<file path="src/hdl/mmsb_pkg.sv">
// Shared types, constants and the scale/offset derivation for the module blit.
package mmsb_pkg;

   localparam int MAX_SCALE  = 8;
   localparam int CSR_IDX_W  = 3;
   localparam int CSR_DATA_W = 12;

   typedef enum logic [CSR_IDX_W-1:0] {
      CSR_BITMAP_WIDTH  = 3'd0,
      CSR_BITMAP_HEIGHT = 3'd1,
      CSR_ROW_STRIDE    = 3'd2,
      CSR_TOP_ROW       = 3'd3,
      CSR_REQ_SCALE     = 3'd4,
      CSR_MODULE_COUNT  = 3'd5
   } csr_index_type;

   typedef struct packed {
      logic [10:0] width;
      logic [11:0] height;
      logic [8:0]  stride;
      logic [11:0] top;
      logic [3:0]  req_scale;
      logic [7:0]  mod_count;
   } cfg_type;

   localparam cfg_type CFG_RESET = '{
      width:     11'd384,
      height:    12'd1024,
      stride:    9'd48,
      top:       12'd0,
      req_scale: 4'd4,
      mod_count: 8'd29
   };

   typedef struct packed {
      logic [3:0]         scale;
      logic signed [11:0] left_offset;
      logic [10:0]        side;
   } geo_type;

   typedef struct packed {
      logic [7:0] col;
      logic [7:0] row;
   } mod_item_type;

   typedef struct packed {
      logic [19:0] byte_index;
      logic [2:0]  bit_number;
      logic [10:0] side;
      logic        last;
   } rsp_word_type;

   // The cap of width / module_count is found by comparing module_count * k
   // against the width for every candidate scale k.
   function automatic geo_type derive_geo(input cfg_type cfg);
      geo_type            geo;
      logic [3:0]         req_capped;
      logic [3:0]         cap;
      logic [3:0]         scale;
      logic [10:0]        prod;
      logic [10:0]        side;
      logic signed [12:0] diff;
      logic signed [12:0] diff_adj;
      cap = 4'd1;
      req_capped = (cfg.req_scale > 4'(MAX_SCALE)) ? 4'(MAX_SCALE) : cfg.req_scale;
      for (int k = 2; k <= MAX_SCALE; k++) begin
         prod = 11'({3'd0, cfg.mod_count} * 11'(k));
         if (prod <= cfg.width) begin
            cap = 4'(k);
         end
      end
      if (cfg.mod_count == 8'd0) begin
         scale = 4'd0;
      end else begin
         scale = (req_capped < cap) ? req_capped : cap;
      end
      side = 11'({3'd0, cfg.mod_count} * {7'd0, scale});
      diff = $signed({2'd0, cfg.width}) - $signed({2'd0, side});
      diff_adj = diff + $signed({12'd0, diff[12]});
      geo.scale = scale;
      geo.side = side;
      if (cfg.mod_count == 8'd0) begin
         geo.left_offset = 12'sd0;
      end else begin
         geo.left_offset = diff_adj[12:1];
      end
      return geo;
   endfunction

endpackage

</file>
<file path="src/hdl/module_matrix_scaled_blit.sv">
// Scaled module blit top level: a dark module gives one clear word per visible pixel.
// Throughput: one clear word per cycle while the response queue is not full; a module has
// scale squared visible pixels at most (sixteen at scale four), walked by the pixel walker.
// Light or out-of-matrix modules are dropped in the front end and never reach the back end.
// Reset clears all queues and stages and loads the register defaults; no clearing pass.
module module_matrix_scaled_blit
   import mmsb_pkg::*;
#(
   parameter int QUEUE_DEPTH = 4,
   parameter int RSP_DEPTH = 4
) (
   input  logic                  clock,
   input  logic                  reset,
   input  logic                  csr_write_enable,
   input  logic [CSR_IDX_W-1:0]  csr_index,
   input  logic [CSR_DATA_W-1:0] csr_data,
   input  logic                  req_push,
   output logic                  req_full,
   input  logic [7:0]            req_module_col,
   input  logic [7:0]            req_module_row,
   input  logic                  req_dark,
   output logic                  rsp_empty,
   input  logic                  rsp_pop,
   output logic [19:0]           rsp_byte_index,
   output logic [2:0]            rsp_bit_number,
   output logic [10:0]           rsp_side_pixels,
   output logic                  rsp_last
);

   cfg_type      cfg_ff;
   cfg_type      cfg_in;
   geo_type      geo;
   logic         q_wr;
   logic         q_full;
   logic         q_rd;
   logic         q_empty;
   mod_item_type q_wdata;
   mod_item_type q_rdata;
   logic         out_wr;
   logic         out_full;
   rsp_word_type out_wdata;
   rsp_word_type out_rdata;

   always_comb begin
      cfg_in = cfg_ff;
      if (csr_write_enable) begin
         unique case (csr_index_type'(csr_index))
            CSR_BITMAP_WIDTH:  cfg_in.width = csr_data[10:0];
            CSR_BITMAP_HEIGHT: cfg_in.height = csr_data[11:0];
            CSR_ROW_STRIDE:    cfg_in.stride = csr_data[8:0];
            CSR_TOP_ROW:       cfg_in.top = csr_data[11:0];
            CSR_REQ_SCALE:     cfg_in.req_scale = csr_data[3:0];
            CSR_MODULE_COUNT:  cfg_in.mod_count = csr_data[7:0];
            default: begin
            end
         endcase
      end
   end

   always_ff @(posedge clock) begin
      if (reset) begin
         cfg_ff <= CFG_RESET;
      end else begin
         cfg_ff <= cfg_in;
      end
   end

   mmsb_front u_front (
      .clock          (clock),
      .reset          (reset),
      .cfg            (cfg_ff),
      .req_push       (req_push),
      .req_full       (req_full),
      .req_module_col (req_module_col),
      .req_module_row (req_module_row),
      .req_dark       (req_dark),
      .geo            (geo),
      .q_wr           (q_wr),
      .q_wdata        (q_wdata),
      .q_full         (q_full)
   );

   mmsb_fifo #(
      .WIDTH ($bits(mod_item_type)),
      .DEPTH (QUEUE_DEPTH)
   ) u_mod_queue (
      .clock (clock),
      .reset (reset),
      .wr    (q_wr),
      .wdata (q_wdata),
      .full  (q_full),
      .rd    (q_rd),
      .rdata (q_rdata),
      .empty (q_empty)
   );

   mmsb_back u_back (
      .clock     (clock),
      .reset     (reset),
      .cfg       (cfg_ff),
      .geo       (geo),
      .q_empty   (q_empty),
      .q_rdata   (q_rdata),
      .q_rd      (q_rd),
      .out_wr    (out_wr),
      .out_wdata (out_wdata),
      .out_full  (out_full)
   );

   mmsb_fifo #(
      .WIDTH ($bits(rsp_word_type)),
      .DEPTH (RSP_DEPTH)
   ) u_rsp_queue (
      .clock (clock),
      .reset (reset),
      .wr    (out_wr),
      .wdata (out_wdata),
      .full  (out_full),
      .rd    (rsp_pop),
      .rdata (out_rdata),
      .empty (rsp_empty)
   );

   assign rsp_byte_index = out_rdata.byte_index;
   assign rsp_bit_number = out_rdata.bit_number;
   assign rsp_side_pixels = out_rdata.side;
   assign rsp_last = out_rdata.last;

`ifndef SYNTHESIS
   assert property (@(posedge clock) disable iff (reset) geo.scale <= 4'(MAX_SCALE))
      else $error("Effective scale exceeds the maximum scale.");

   assert property (@(posedge clock) disable iff (reset)
      (geo.scale > 4'd1) && $stable(cfg_ff.width) && $stable(cfg_ff.mod_count)
      |-> geo.side <= cfg_ff.width)
      else $error("Scaled symbol is wider than the bitmap.");

   assert property (@(posedge clock) disable iff (reset) !rsp_empty |-> rsp_side_pixels != 11'd0)
      else $error("Clear word reports a zero side length.");
`endif

endmodule

</file>
<file path="src/hdl/mmsb_fifo.sv">
// Small first-in first-out queue built from a register array.
module mmsb_fifo
   import mmsb_pkg::*;
#(
   parameter int WIDTH = 16,
   parameter int DEPTH = 4
) (
   input  logic             clock,
   input  logic             reset,
   input  logic             wr,
   input  logic [WIDTH-1:0] wdata,
   output logic             full,
   input  logic             rd,
   output logic [WIDTH-1:0] rdata,
   output logic             empty
);

   localparam int PTR_W = (DEPTH > 1) ? $clog2(DEPTH) : 1;
   localparam int CNT_W = $clog2(DEPTH + 1);

   logic [WIDTH-1:0] mem_ff [DEPTH];
   logic [PTR_W-1:0] wr_ptr_ff;
   logic [PTR_W-1:0] wr_ptr_in;
   logic [PTR_W-1:0] rd_ptr_ff;
   logic [PTR_W-1:0] rd_ptr_in;
   logic [CNT_W-1:0] count_ff;
   logic [CNT_W-1:0] count_in;
   logic             do_wr;
   logic             do_rd;

   assign full  = (count_ff == CNT_W'(DEPTH));
   assign empty = (count_ff == '0);
   assign do_wr = wr && !full;
   assign do_rd = rd && !empty;
   assign rdata = mem_ff[rd_ptr_ff];

   always_comb begin
      wr_ptr_in = wr_ptr_ff;
      rd_ptr_in = rd_ptr_ff;
      count_in = count_ff;
      if (do_wr) begin
         wr_ptr_in = (wr_ptr_ff == PTR_W'(DEPTH - 1)) ? '0 : wr_ptr_ff + 1'b1;
      end
      if (do_rd) begin
         rd_ptr_in = (rd_ptr_ff == PTR_W'(DEPTH - 1)) ? '0 : rd_ptr_ff + 1'b1;
      end
      if (do_wr && !do_rd) begin
         count_in = count_ff + 1'b1;
      end else if (do_rd && !do_wr) begin
         count_in = count_ff - 1'b1;
      end
   end

   always_ff @(posedge clock) begin
      if (reset) begin
         wr_ptr_ff <= '0;
         rd_ptr_ff <= '0;
         count_ff <= '0;
      end else begin
         wr_ptr_ff <= wr_ptr_in;
         rd_ptr_ff <= rd_ptr_in;
         count_ff <= count_in;
      end
   end

   always_ff @(posedge clock) begin
      if (do_wr) begin
         mem_ff[wr_ptr_ff] <= wdata;
      end
   end

endmodule

</file>
<file path="src/hdl/mmsb_front.sv">
// Front end: takes module words, drops light or off-matrix ones, keeps derived geometry.
module mmsb_front
   import mmsb_pkg::*;
(
   input  logic         clock,
   input  logic         reset,
   input  cfg_type      cfg,
   input  logic         req_push,
   output logic         req_full,
   input  logic [7:0]   req_module_col,
   input  logic [7:0]   req_module_row,
   input  logic         req_dark,
   output geo_type      geo,
   output logic         q_wr,
   output mod_item_type q_wdata,
   input  logic         q_full
);

   geo_type geo_ff;
   geo_type geo_in;
   logic    accept;
   logic    keep;

   assign req_full = q_full;
   assign accept = req_push && !q_full;
   assign keep = req_dark && (req_module_col < cfg.mod_count) &&
                 (req_module_row < cfg.mod_count) && (cfg.req_scale != 4'd0);
   assign q_wr = accept && keep;
   assign q_wdata = '{col: req_module_col, row: req_module_row};
   assign geo = geo_ff;

   always_comb begin
      geo_in = derive_geo(cfg);
   end

   always_ff @(posedge clock) begin
      if (reset) begin
         geo_ff <= derive_geo(CFG_RESET);
      end else begin
         geo_ff <= geo_in;
      end
   end

endmodule

</file>
<file path="src/hdl/mmsb_back.sv">
// Back end: places each module, clips its block to the bitmap and walks its pixels.
module mmsb_back
   import mmsb_pkg::*;
(
   input  logic         clock,
   input  logic         reset,
   input  cfg_type      cfg,
   input  geo_type      geo,
   input  logic         q_empty,
   input  mod_item_type q_rdata,
   output logic         q_rd,
   output logic         out_wr,
   output rsp_word_type out_wdata,
   input  logic         out_full
);

   logic               a_valid_ff;
   logic               a_valid_in;
   logic signed [12:0] a_x0_ff;
   logic signed [12:0] a_x0_in;
   logic [12:0]        a_y0_ff;
   logic [12:0]        a_y0_in;

   logic               b_valid_ff;
   logic               b_valid_in;
   logic               b_empty_ff;
   logic               b_empty_in;
   logic [10:0]        b_xlo_ff;
   logic [10:0]        b_xlo_in;
   logic [10:0]        b_xhi_ff;
   logic [10:0]        b_xhi_in;
   logic [11:0]        b_ylo_ff;
   logic [11:0]        b_ylo_in;
   logic [11:0]        b_yhi_ff;
   logic [11:0]        b_yhi_in;

   logic               it_active_ff;
   logic               it_active_in;
   logic [10:0]        it_x_ff;
   logic [10:0]        it_x_in;
   logic [10:0]        it_xlo_ff;
   logic [10:0]        it_xlo_in;
   logic [10:0]        it_xhi_ff;
   logic [10:0]        it_xhi_in;
   logic [11:0]        it_y_ff;
   logic [11:0]        it_y_in;
   logic [11:0]        it_yhi_ff;
   logic [11:0]        it_yhi_in;

   logic               p_valid_ff;
   logic               p_valid_in;
   logic [10:0]        p_x_ff;
   logic [10:0]        p_x_in;
   logic [11:0]        p_y_ff;
   logic [11:0]        p_y_in;
   logic               p_last_ff;
   logic               p_last_in;

   logic               p_ready;
   logic               it_step;
   logic               it_last;
   logic               it_free;
   logic               it_load;
   logic               b_take;
   logic               b_ready;
   logic               a_move;

   logic [11:0]        prod_x;
   logic [11:0]        prod_y;
   logic signed [13:0] xs;
   logic signed [13:0] ys;
   logic signed [13:0] sc;
   logic signed [13:0] xend;
   logic signed [13:0] yend;
   logic signed [13:0] wm1;
   logic signed [13:0] hm1;
   logic signed [13:0] xlo;
   logic signed [13:0] xhi;
   logic signed [13:0] yhi;
   logic [20:0]        byte_full;

   assign p_ready = !p_valid_ff || !out_full;
   assign it_step = it_active_ff && p_ready;
   assign it_last = (it_x_ff == it_xhi_ff) && (it_y_ff == it_yhi_ff);
   assign it_free = !it_active_ff || (it_step && it_last);
   assign b_take  = b_valid_ff && (b_empty_ff || it_free);
   assign it_load = b_valid_ff && !b_empty_ff && it_free;
   assign b_ready = !b_valid_ff || b_take;
   assign a_move  = a_valid_ff && b_ready;
   assign q_rd    = !q_empty && (!a_valid_ff || b_ready);

   always_comb begin
      prod_x = 12'({4'd0, q_rdata.col} * {8'd0, geo.scale});
      prod_y = 12'({4'd0, q_rdata.row} * {8'd0, geo.scale});
      a_x0_in = $signed({geo.left_offset[11], geo.left_offset}) + $signed({1'b0, prod_x});
      a_y0_in = {1'b0, cfg.top} + {1'b0, prod_y};
      a_valid_in = a_valid_ff;
      if (q_rd) begin
         a_valid_in = 1'b1;
      end else if (a_move) begin
         a_valid_in = 1'b0;
      end
   end

   always_comb begin
      xs = $signed({a_x0_ff[12], a_x0_ff});
      ys = $signed({1'b0, a_y0_ff});
      sc = $signed({10'd0, geo.scale});
      xend = xs + sc - 14'sd1;
      yend = ys + sc - 14'sd1;
      wm1 = $signed({3'd0, cfg.width}) - 14'sd1;
      hm1 = $signed({2'd0, cfg.height}) - 14'sd1;
      xlo = xs[13] ? 14'sd0 : xs;
      xhi = (wm1 < xend) ? wm1 : xend;
      yhi = (hm1 < yend) ? hm1 : yend;
      b_empty_in = (xlo > xhi) || (ys > yhi);
      b_xlo_in = xlo[10:0];
      b_xhi_in = xhi[10:0];
      b_ylo_in = ys[11:0];
      b_yhi_in = yhi[11:0];
      b_valid_in = b_valid_ff;
      if (a_move) begin
         b_valid_in = 1'b1;
      end else if (b_take) begin
         b_valid_in = 1'b0;
      end
   end

   always_comb begin
      it_active_in = it_active_ff;
      it_x_in = it_x_ff;
      it_xlo_in = it_xlo_ff;
      it_xhi_in = it_xhi_ff;
      it_y_in = it_y_ff;
      it_yhi_in = it_yhi_ff;
      if (it_load) begin
         it_active_in = 1'b1;
         it_x_in = b_xlo_ff;
         it_xlo_in = b_xlo_ff;
         it_xhi_in = b_xhi_ff;
         it_y_in = b_ylo_ff;
         it_yhi_in = b_yhi_ff;
      end else if (it_step && it_last) begin
         it_active_in = 1'b0;
      end else if (it_step) begin
         if (it_x_ff == it_xhi_ff) begin
            it_x_in = it_xlo_ff;
            it_y_in = it_y_ff + 12'd1;
         end else begin
            it_x_in = it_x_ff + 11'd1;
         end
      end
   end

   always_comb begin
      p_valid_in = p_valid_ff;
      p_x_in = p_x_ff;
      p_y_in = p_y_ff;
      p_last_in = p_last_ff;
      if (p_ready) begin
         p_valid_in = it_active_ff;
         p_x_in = it_x_ff;
         p_y_in = it_y_ff;
         p_last_in = it_last;
      end
   end

   always_comb begin
      byte_full = 21'({9'd0, p_y_ff} * {12'd0, cfg.stride}) + {13'd0, p_x_ff[10:3]};
      out_wr = p_valid_ff && !out_full;
      out_wdata.byte_index = byte_full[19:0];
      out_wdata.bit_number = 3'd7 - p_x_ff[2:0];
      out_wdata.side = geo.side;
      out_wdata.last = p_last_ff;
   end

   always_ff @(posedge clock) begin
      if (reset) begin
         a_valid_ff <= 1'b0;
         b_valid_ff <= 1'b0;
         it_active_ff <= 1'b0;
         p_valid_ff <= 1'b0;
      end else begin
         a_valid_ff <= a_valid_in;
         b_valid_ff <= b_valid_in;
         it_active_ff <= it_active_in;
         p_valid_ff <= p_valid_in;
      end
   end

   always_ff @(posedge clock) begin
      if (q_rd) begin
         a_x0_ff <= a_x0_in;
         a_y0_ff <= a_y0_in;
      end
      if (a_move) begin
         b_empty_ff <= b_empty_in;
         b_xlo_ff <= b_xlo_in;
         b_xhi_ff <= b_xhi_in;
         b_ylo_ff <= b_ylo_in;
         b_yhi_ff <= b_yhi_in;
      end
      it_x_ff <= it_x_in;
      it_xlo_ff <= it_xlo_in;
      it_xhi_ff <= it_xhi_in;
      it_y_ff <= it_y_in;
      it_yhi_ff <= it_yhi_in;
      p_x_ff <= p_x_in;
      p_y_ff <= p_y_in;
      p_last_ff <= p_last_in;
   end

endmodule
</file>
<file path="config.mk">
export PLATFORM = sky130hd
export DESIGN_NAME = module_matrix_scaled_blit
export DESIGN_NICKNAME = d
export VERILOG_FILES = /design/src/hdl/mmsb_pkg.sv /design/src/hdl/module_matrix_scaled_blit.sv /design/src/hdl/mmsb_fifo.sv /design/src/hdl/mmsb_front.sv /design/src/hdl/mmsb_back.sv
export SDC_FILE = /design/constraint.sdc
export NUM_CORES = 1
export LEC_CHECK = 0
export BUFFER_PORTS_ARGS = -buffer_cell sky130_fd_sc_hd__buf_4
export CAP_MARGIN = 15
export CORE_MARGIN = 5
export CORE_UTILIZATION = 51
export DETAILED_ROUTE_END_ITERATION = 10
export PLACE_DENSITY = 0.67
export SLEW_MARGIN = 20
export SYNTH_ARGS = -nofsm -noshare
export SYNTH_HDL_FRONTEND = slang
export SYNTH_SLANG_ARGS = --single-unit
</file>
<file path="constraint.sdc">
create_clock -name clock -period 19.9 [get_ports clock]
set_input_delay 2.985 -clock clock [delete_from_list [all_inputs] [get_ports clock]]
set_output_delay 2.985 -clock clock [all_outputs]
set_load 0.01 [all_outputs]
</file>
==> reports/results.ini, run 1 <==
[outcome]
status = finished, final reports clean

[critical_path]
crit_buf_inv = 5
cpLargestDelayFamily = compound AO/OA/AOI/OAI gates
cp_slowest_cell = dfxtp_1
cp-end-kind = register
crit_type = register to register
crit_required_ps = 20330
path_max_fanout = 14
cp-start-kind = register
crit_arrival_ps = 10900
slowest_delay_ps = 770

[clocking]
cts_max_level = 2
cts_root_buf = clkbuf_16
clkTransAtPathRegs_ps = 60
cts_buffers = 49
clock_path_buffers = 3
clock_sinks = 463
cts_tree = built
post-cts-setup-buffers = 0
ctsHoldBuffers = 0
clk_latency_ps = 620
ctsResizeCount = 0

[placement]
io_buffers = 73
gp_congestion = 0.909
hpwl_mm = 52.5

[detailed_routing]
via_count = 20584
post_drt_wl_per_cell_um = 18.5
drt-total-wl_mm = 68.0
antenna_left = 0
drt_iter0_drc = 1229
drtPass1Iterations = 5
viasPerCell = 5.59
drc = 0

[timing]
fmax_mhz = 95.5
tightest_slew_ps = 1070
hold_viol = 0
period_minus_slack_ps = 10470
slew_headroom_pct = 28.6
setup_violations = 0
finalCritPeriodShare_pct = 52.6
fin_skew_ps = 57.1
rsz0062_at_grt = no
setup_tns_ps = 0
report.final.slew_viol_count = 0

[power]
sw_frac_of_total_pct = 37.3
power_leakage_nw = 14.4
power.total_mw = 4.36
ir_worst_vdd_mv = 0.112
power_frac_seq_pct = 31.3
comb_power_share_pct = 45.9
p_sw_mw = 1.62
p_per_area_mw_per_mm2 = 128
p_int_mw = 2.73
clkPwrFrac_pct = 22.9

[final_layout]
synthToLayoutAreaGrowth_pct = 10.2
layout_commonest_cell = edfxtp_1
drive_above_1_share_pct = 9.03
final_cell_mix = edfxtp_1, ha_1, nand2_1
fin_util_pct = 56.5
final_net_count = 3374
n_antenna_cell = 0

[grt]
grt_usage_pct = 20.5
antenna_found_initial = 0
overflow = 0
grt_pass1_vias = 21121
grt_pass1_wl_mm = 110
grt_max_degree = 88

[yosys]
async_reset_ff_share_pct = 0
seq_area_frac_synth_pct = 41.7
yosysWarningCount = 0
synth_area_sq_mm = 0.0308
synth_cells = 2802
ys_ff_latch = 463
synth_top_flop_cell = edfxtp_1
synthDistinctLibCells = 80
synth_fp_nets = 3314
synth_edf_count = 358
syn_area_per_cell_sq_um = 11.0

[flow_run]
maxCapViolations = 0

[floorplan]
die_h_um = 256
ioPinCount = 74
dieArea_sq_mm = 0.0655
die_x_um = 256
rows = 90
core_sq_mm = 0.0601
start_util_pct = 51.3

[hold_path]
min_path_type = register to register

## through the flow
stage                     setup slack, ps  hold slack (ps)  std cells  cell area, sq um
final                                9430              384       3684             34000
after global placement               9580              403       3592             32200
after CTS                            9120              387       3683             34000
after detailed placement             9200              405       3592             32200
after floorplan                     10520              400       2802             30800
after global routing                 8620              383       3684             34000
## cell families after synthesis
logic type,Yosys count,synth area share [%]
adder cells (fa/ha/maj),477,22.6
AO/OA/AOI/OAI,462,9.51
multiplexers,77,4.60
flip-flops,463,41.7
AND/OR/NAND/NOR,769,11.9
buffers and inverters,379,4.73
XOR/XNOR,175,4.97
## per-layer routing
metal / global-route usage, % / vias to the layer above / routed length, um
li1: - / 9938 / -
met1: 25.9 / 10071 / 28500
met2: 37.1 / 467 / 34900
met3: 2.53 / 108 / 2870
met4: 5.70 / 0 / 1750
met5: 0 / - / 0
## Yosys cell counts, types with 19 or more instances
cell	instances	area share [%]
a21o_1	74	1.8
a21oi_1	178	2.9
and2_1	78	1.6
and3_1	26	0.53
clkbuf_1	63	0.77
dfxtp_1	105	6.8
edfxtp_1	358	35
fa_1	135	8.8
ha_1	340	14
inv_1	299	3.6
mux2i_1	19	0.62
mux4_2	51	3.7
nand2_1	302	3.7
nand2b_1	25	0.51
nand3_1	49	0.80
nand4_1	24	0.49
nor2_1	128	1.6
nor2b_1	30	0.61
nor3_1	46	0.75
o21a_1	20	0.49
o21ai_0	64	1.0
o21bai_1	24	0.58
xnor2_1	107	3.0
xor2_1	68	1.9
## sequential cells by signal, indices dropped and copies added (netlist names), 3 cells and up, named ones only
register,flops
cfg_ff,56
u_back.a_x0_ff,13
u_back.a_y0_ff,13
u_back.b_xhi_ff,11
u_back.b_xlo_ff,11
u_back.b_yhi_ff,12
u_back.b_ylo_ff,12
u_back.it_x_ff,11
u_back.it_xhi_ff,11
u_back.it_xlo_ff,11
u_back.it_y_ff,12
u_back.it_yhi_ff,12
u_back.p_x_ff,11
u_back.p_y_ff,12
u_front.geo,27
u_mod_queue.count_ff,3
u_mod_queue.mem_ff,64
u_rsp_queue.count_ff,3
u_rsp_queue.mem_ff,140
## final cells by class
cell class / instances / area (sq um)
tap: 782 / 978
fill: 5002 / 26100
clock buffer: 55 / 1270
multi-input combinational: 1960 / 16500
clock inverter: 36 / 551
sequential: 463 / 12900
timing repair buffer: 88 / 658
inverter: 300 / 1130
## power by group through the flow
stage / Combinational, mW / Sequential [mW] / Clock [mW]
global route: 2.24 / 1.38 / 1.06
finish: 2.00 / 1.36 / 0.995
floorplan: 1.53 / 1.33 / 0
CTS: 2.00 / 1.36 / 1.02
detailed placement: 1.98 / 1.38 / 0
global placement: 1.92 / 1.38 / 0
## final timing paths
check,start,end,slack (ps),depth (start not counted)
max,cfg_ff[3]$_SDFFE_PP1P_,u_front.geo[20]$_SDFF_PP0_,9430,43
min,u_back.b_xhi_ff[5]$_DFFE_PP_,u_back.it_xhi_ff[5]$_DFFE_PP_,380,0
max reg2reg,cfg_ff[3]$_SDFFE_PP1P_,u_front.geo[20]$_SDFF_PP0_,9430,43
min reg2reg,u_back.b_xhi_ff[5]$_DFFE_PP_,u_back.it_xhi_ff[5]$_DFFE_PP_,380,0
Power figures use the tool's default switching activity.
==> run 2: changes to the inputs <==
--- a/config.mk
+++ b/config.mk
@@ -10,7 +10,7 @@
 export CORE_MARGIN = 5
 export CORE_UTILIZATION = 51
 export DETAILED_ROUTE_END_ITERATION = 10
-export PLACE_DENSITY = 0.67
+export PLACE_DENSITY = 0.7
 export SLEW_MARGIN = 20
 export SYNTH_ARGS = -nofsm -noshare
 export SYNTH_HDL_FRONTEND = slang
==> constraint.sdc (replaced) <==
create_clock -name clock -period 9.2 [get_ports clock]
set_input_delay 1.38 -clock clock [delete_from_list [all_inputs] [get_ports clock]]
set_output_delay 1.38 -clock clock [all_outputs]
set_load 0.01 [all_outputs]
==> run 2 against run 1 <==
  * Worst setup slack got worse by 9100 ps
  * Register-to-register slack worse by 9100 ps
  * Cell area rose by 1.8%
  * Global-route usage increased by 0.17 points
  * Power up 110%
  * Clock-buffer cell count increased by 9
  * Fmax grew 18%
  * Cell count increased by 1.8%
  * Wire length up 1.7%
  * Flip-flop and latch count unchanged
  * Critical path type unchanged
  * Highest routed layer unchanged
==> reports/results.ini, run 2 (same netlist as run 1, synthesis figures left out) <==
[final_layout]
final_net_count = 3440  ; +2.0%
n_antenna_cell = 0  ; unchanged
layout_commonest_cell = edfxtp_1
final_cell_mix = edfxtp_1, ha_1, nand2_1
regMostFlops = u_rsp_queue.mem_ff
synthToLayoutAreaGrowth_pct = 12.2
fillCellCount = 4971  ; -0.62%
largestRegisters = u_rsp_queue.mem_ff: 140 flops, u_mod_queue.mem_ff: 64 flops, cfg_ff: 56 flops
largest_reg_flops = 140  ; unchanged
drive_above_1_share_pct = 12.8  ; +3.8 points

[timing]
hold_viol = 0  ; unchanged
fin_skew_ps = 27.3  ; -29.8 ps
report.final.slew_viol_count = 0  ; unchanged
fmax_mhz = 113  ; +18%
setup_tns_ps = 0  ; unchanged
tightest_slew_ps = 1120  ; +56.5 ps
setup_violations = 0  ; unchanged
period_minus_slack_ps = 8870  ; -1600 ps
hold_slack_ps = 416  ; +32.0 ps
slew_headroom_pct = 24.8  ; -3.8 points
setup_ws_ps = 325  ; -9100 ps
finalCritPeriodShare_pct = 96.5  ; +44 points

[power]
power_leakage_nw = 14.7  ; +2.0%
ir_worst_vdd_mv = 0.234  ; +110%
p_per_area_mw_per_mm2 = 267  ; +110%

[placement]
gp_congestion = 0.905  ; -0.40%
io_buffers = 73  ; unchanged
post-place-ws_ps = -211  ; -9410 ps
hpwl_mm = 53.0  ; +0.87%

[clocking]
cts_tree = built
cts_root_buf = clkbuf_16
ctsHoldBuffers = 0  ; unchanged
clock_sinks = 463  ; unchanged
clk_latency_ps = 610  ; about the same
cts_buffers = 48  ; -2.0%
cts_max_level = 2  ; unchanged
clkTransAtPathRegs_ps = 80  ; +20 ps
clock_path_buffers = 3  ; unchanged

[floorplan]
core_sq_mm = 0.0601  ; unchanged
rows = 90  ; unchanged
ioPinCount = 74  ; unchanged
die_h_um = 256  ; unchanged
die_x_um = 256  ; unchanged
start_util_pct = 51.3  ; unchanged
dieArea_sq_mm = 0.0655  ; unchanged

[detailed_routing]
drt-total-wl_mm = 69.1  ; +1.7%
post_drt_wl_per_cell_um = 18.4  ; -0.14%
routed-wl-met2_mm = 34.6  ; -0.72%
via_count = 20869  ; +1.4%
top_layer_used = met4
antenna_left = 0  ; unchanged
wl_met1_mm = 29.4  ; +3.1%
drt_iter0_drc = 1170  ; -4.8%
drc = 0  ; unchanged
met3_length_mm = 3.03  ; +5.7%
drtPass1Iterations = 7  ; +2
viasPerCell = 5.57  ; -0.40%

[hold_path]
min_path_type = register to register

[critical_path]
crit_arrival_ps = 9350  ; -1550 ps
crit_top_cell = a21oi_2
crit_type = register to register
crit_required_ps = 9670  ; -10660 ps
cp_slowest_cell = fa_1
cpLargestDelayFamily = adder cells
path_max_fanout = 8  ; -6
r2r_setup_slack_ps = 330  ; -9100 ps
cp-end-kind = register
crit_buf_inv = 6  ; +1
cp-start-kind = register
slowest_delay_ps = 530  ; -240 ps

[flow_run]
maxCapViolations = 0  ; unchanged

[grt]
antenna_found_initial = 1  ; +1
grt_max_degree = 76  ; -14%
overflow = 0  ; unchanged
grt_usage_pct = 20.6  ; +0.17 points
grt_pass1_wl_mm = 111  ; +1.2%
grt_pass1_vias = 21514  ; +1.9%

[outcome]
status = finished, final reports clean

==> run 2: cell types whose count changed in the layout (fill, tap and decap cells not counted), moves of 7 or more <==
| cell | previous run | this run |
|---|---|---|
| a21oi_1 | 178 | 158 |
| a21oi_2 | 2 | 21 |
| buf_4 | 87 | 153 |
| bufinv_16 | 10 | 3 |
| clkbuf_1 | 4 | 12 |
| ha_1 | 340 | 329 |
| ha_2 | 0 | 7 |
==> run 2: final cells by class <==
| cell class | count | area, sq um | share of cell area [%] |
|---|---|---|---|
| Multi-Input combinational cell | 1960 | 16900 | 48.8 |
| Sequential cell | 463 | 12900 | 37.2 |
| Clock buffer | 64 | 1310 | 3.79 |
| Timing Repair Buffer | 155 | 1170 | 3.38 |
| Inverter | 300 | 1130 | 3.27 |
| Tap cell | 782 | 978 | 2.83 |
| Clock inverter | 26 | 263 | 0.759 |
==> run 2: per-layer routing <==
metal / track usage, % / vias up
met5: 0 / -
li1: - / 10077
met4: 6.13 / 0
met3: 2.97 / 143
met1: 26.3 / 10162
met2: 36.7 / 487
==> run 2: what timing repair did <==
action | 4_1_cts | 5_1_grt
buffers inserted | 8 | 9
pin swaps | 7 | 46
endpoints found under the setup margin | 5 | 12
resized for setup | 22 | 65
==> run 2: report_power, final <==
group | internal [mW] | switching, mW
Sequential | 2.75 | 0.188
Combinational | 1.90 | 2.48
Clock | 1.10 | 0.822
Total | 5.75 | 3.49
==> run 2: path summary, 6_finish.rpt <==
| path | from | to | cells after the start |
|---|---|---|---|
| setup / recovery | cfg_ff[2]$_SDFFE_PP1P_ | u_front.geo[16]$_SDFF_PP0_ | 45 |
| hold / removal | u_back.b_yhi_ff[8]$_DFFE_PP_ | u_back.it_yhi_ff[8]$_DFFE_PP_ | 0 |
| setup reg to reg | cfg_ff[2]$_SDFFE_PP1P_ | u_front.geo[16]$_SDFF_PP0_ | 45 |
| hold reg to reg | u_back.b_yhi_ff[8]$_DFFE_PP_ | u_back.it_yhi_ff[8]$_DFFE_PP_ | 0 |
==> run 2: stage by stage <==
step / cells / utilization, % / cell area (sq um) / power (mW)
finish: 3750 / 57.5 / 34600 / 9.24
global placement: 3644 / 54.1 / 32500 / 7.13
CTS: 3742 / 57.0 / 34200 / 9.27
floorplan: 2802 / - / 30800 / 6.19
global route: 3750 / 57.5 / 34600 / 9.96
detailed placement: 3644 / 54.1 / 32500 / 7.28
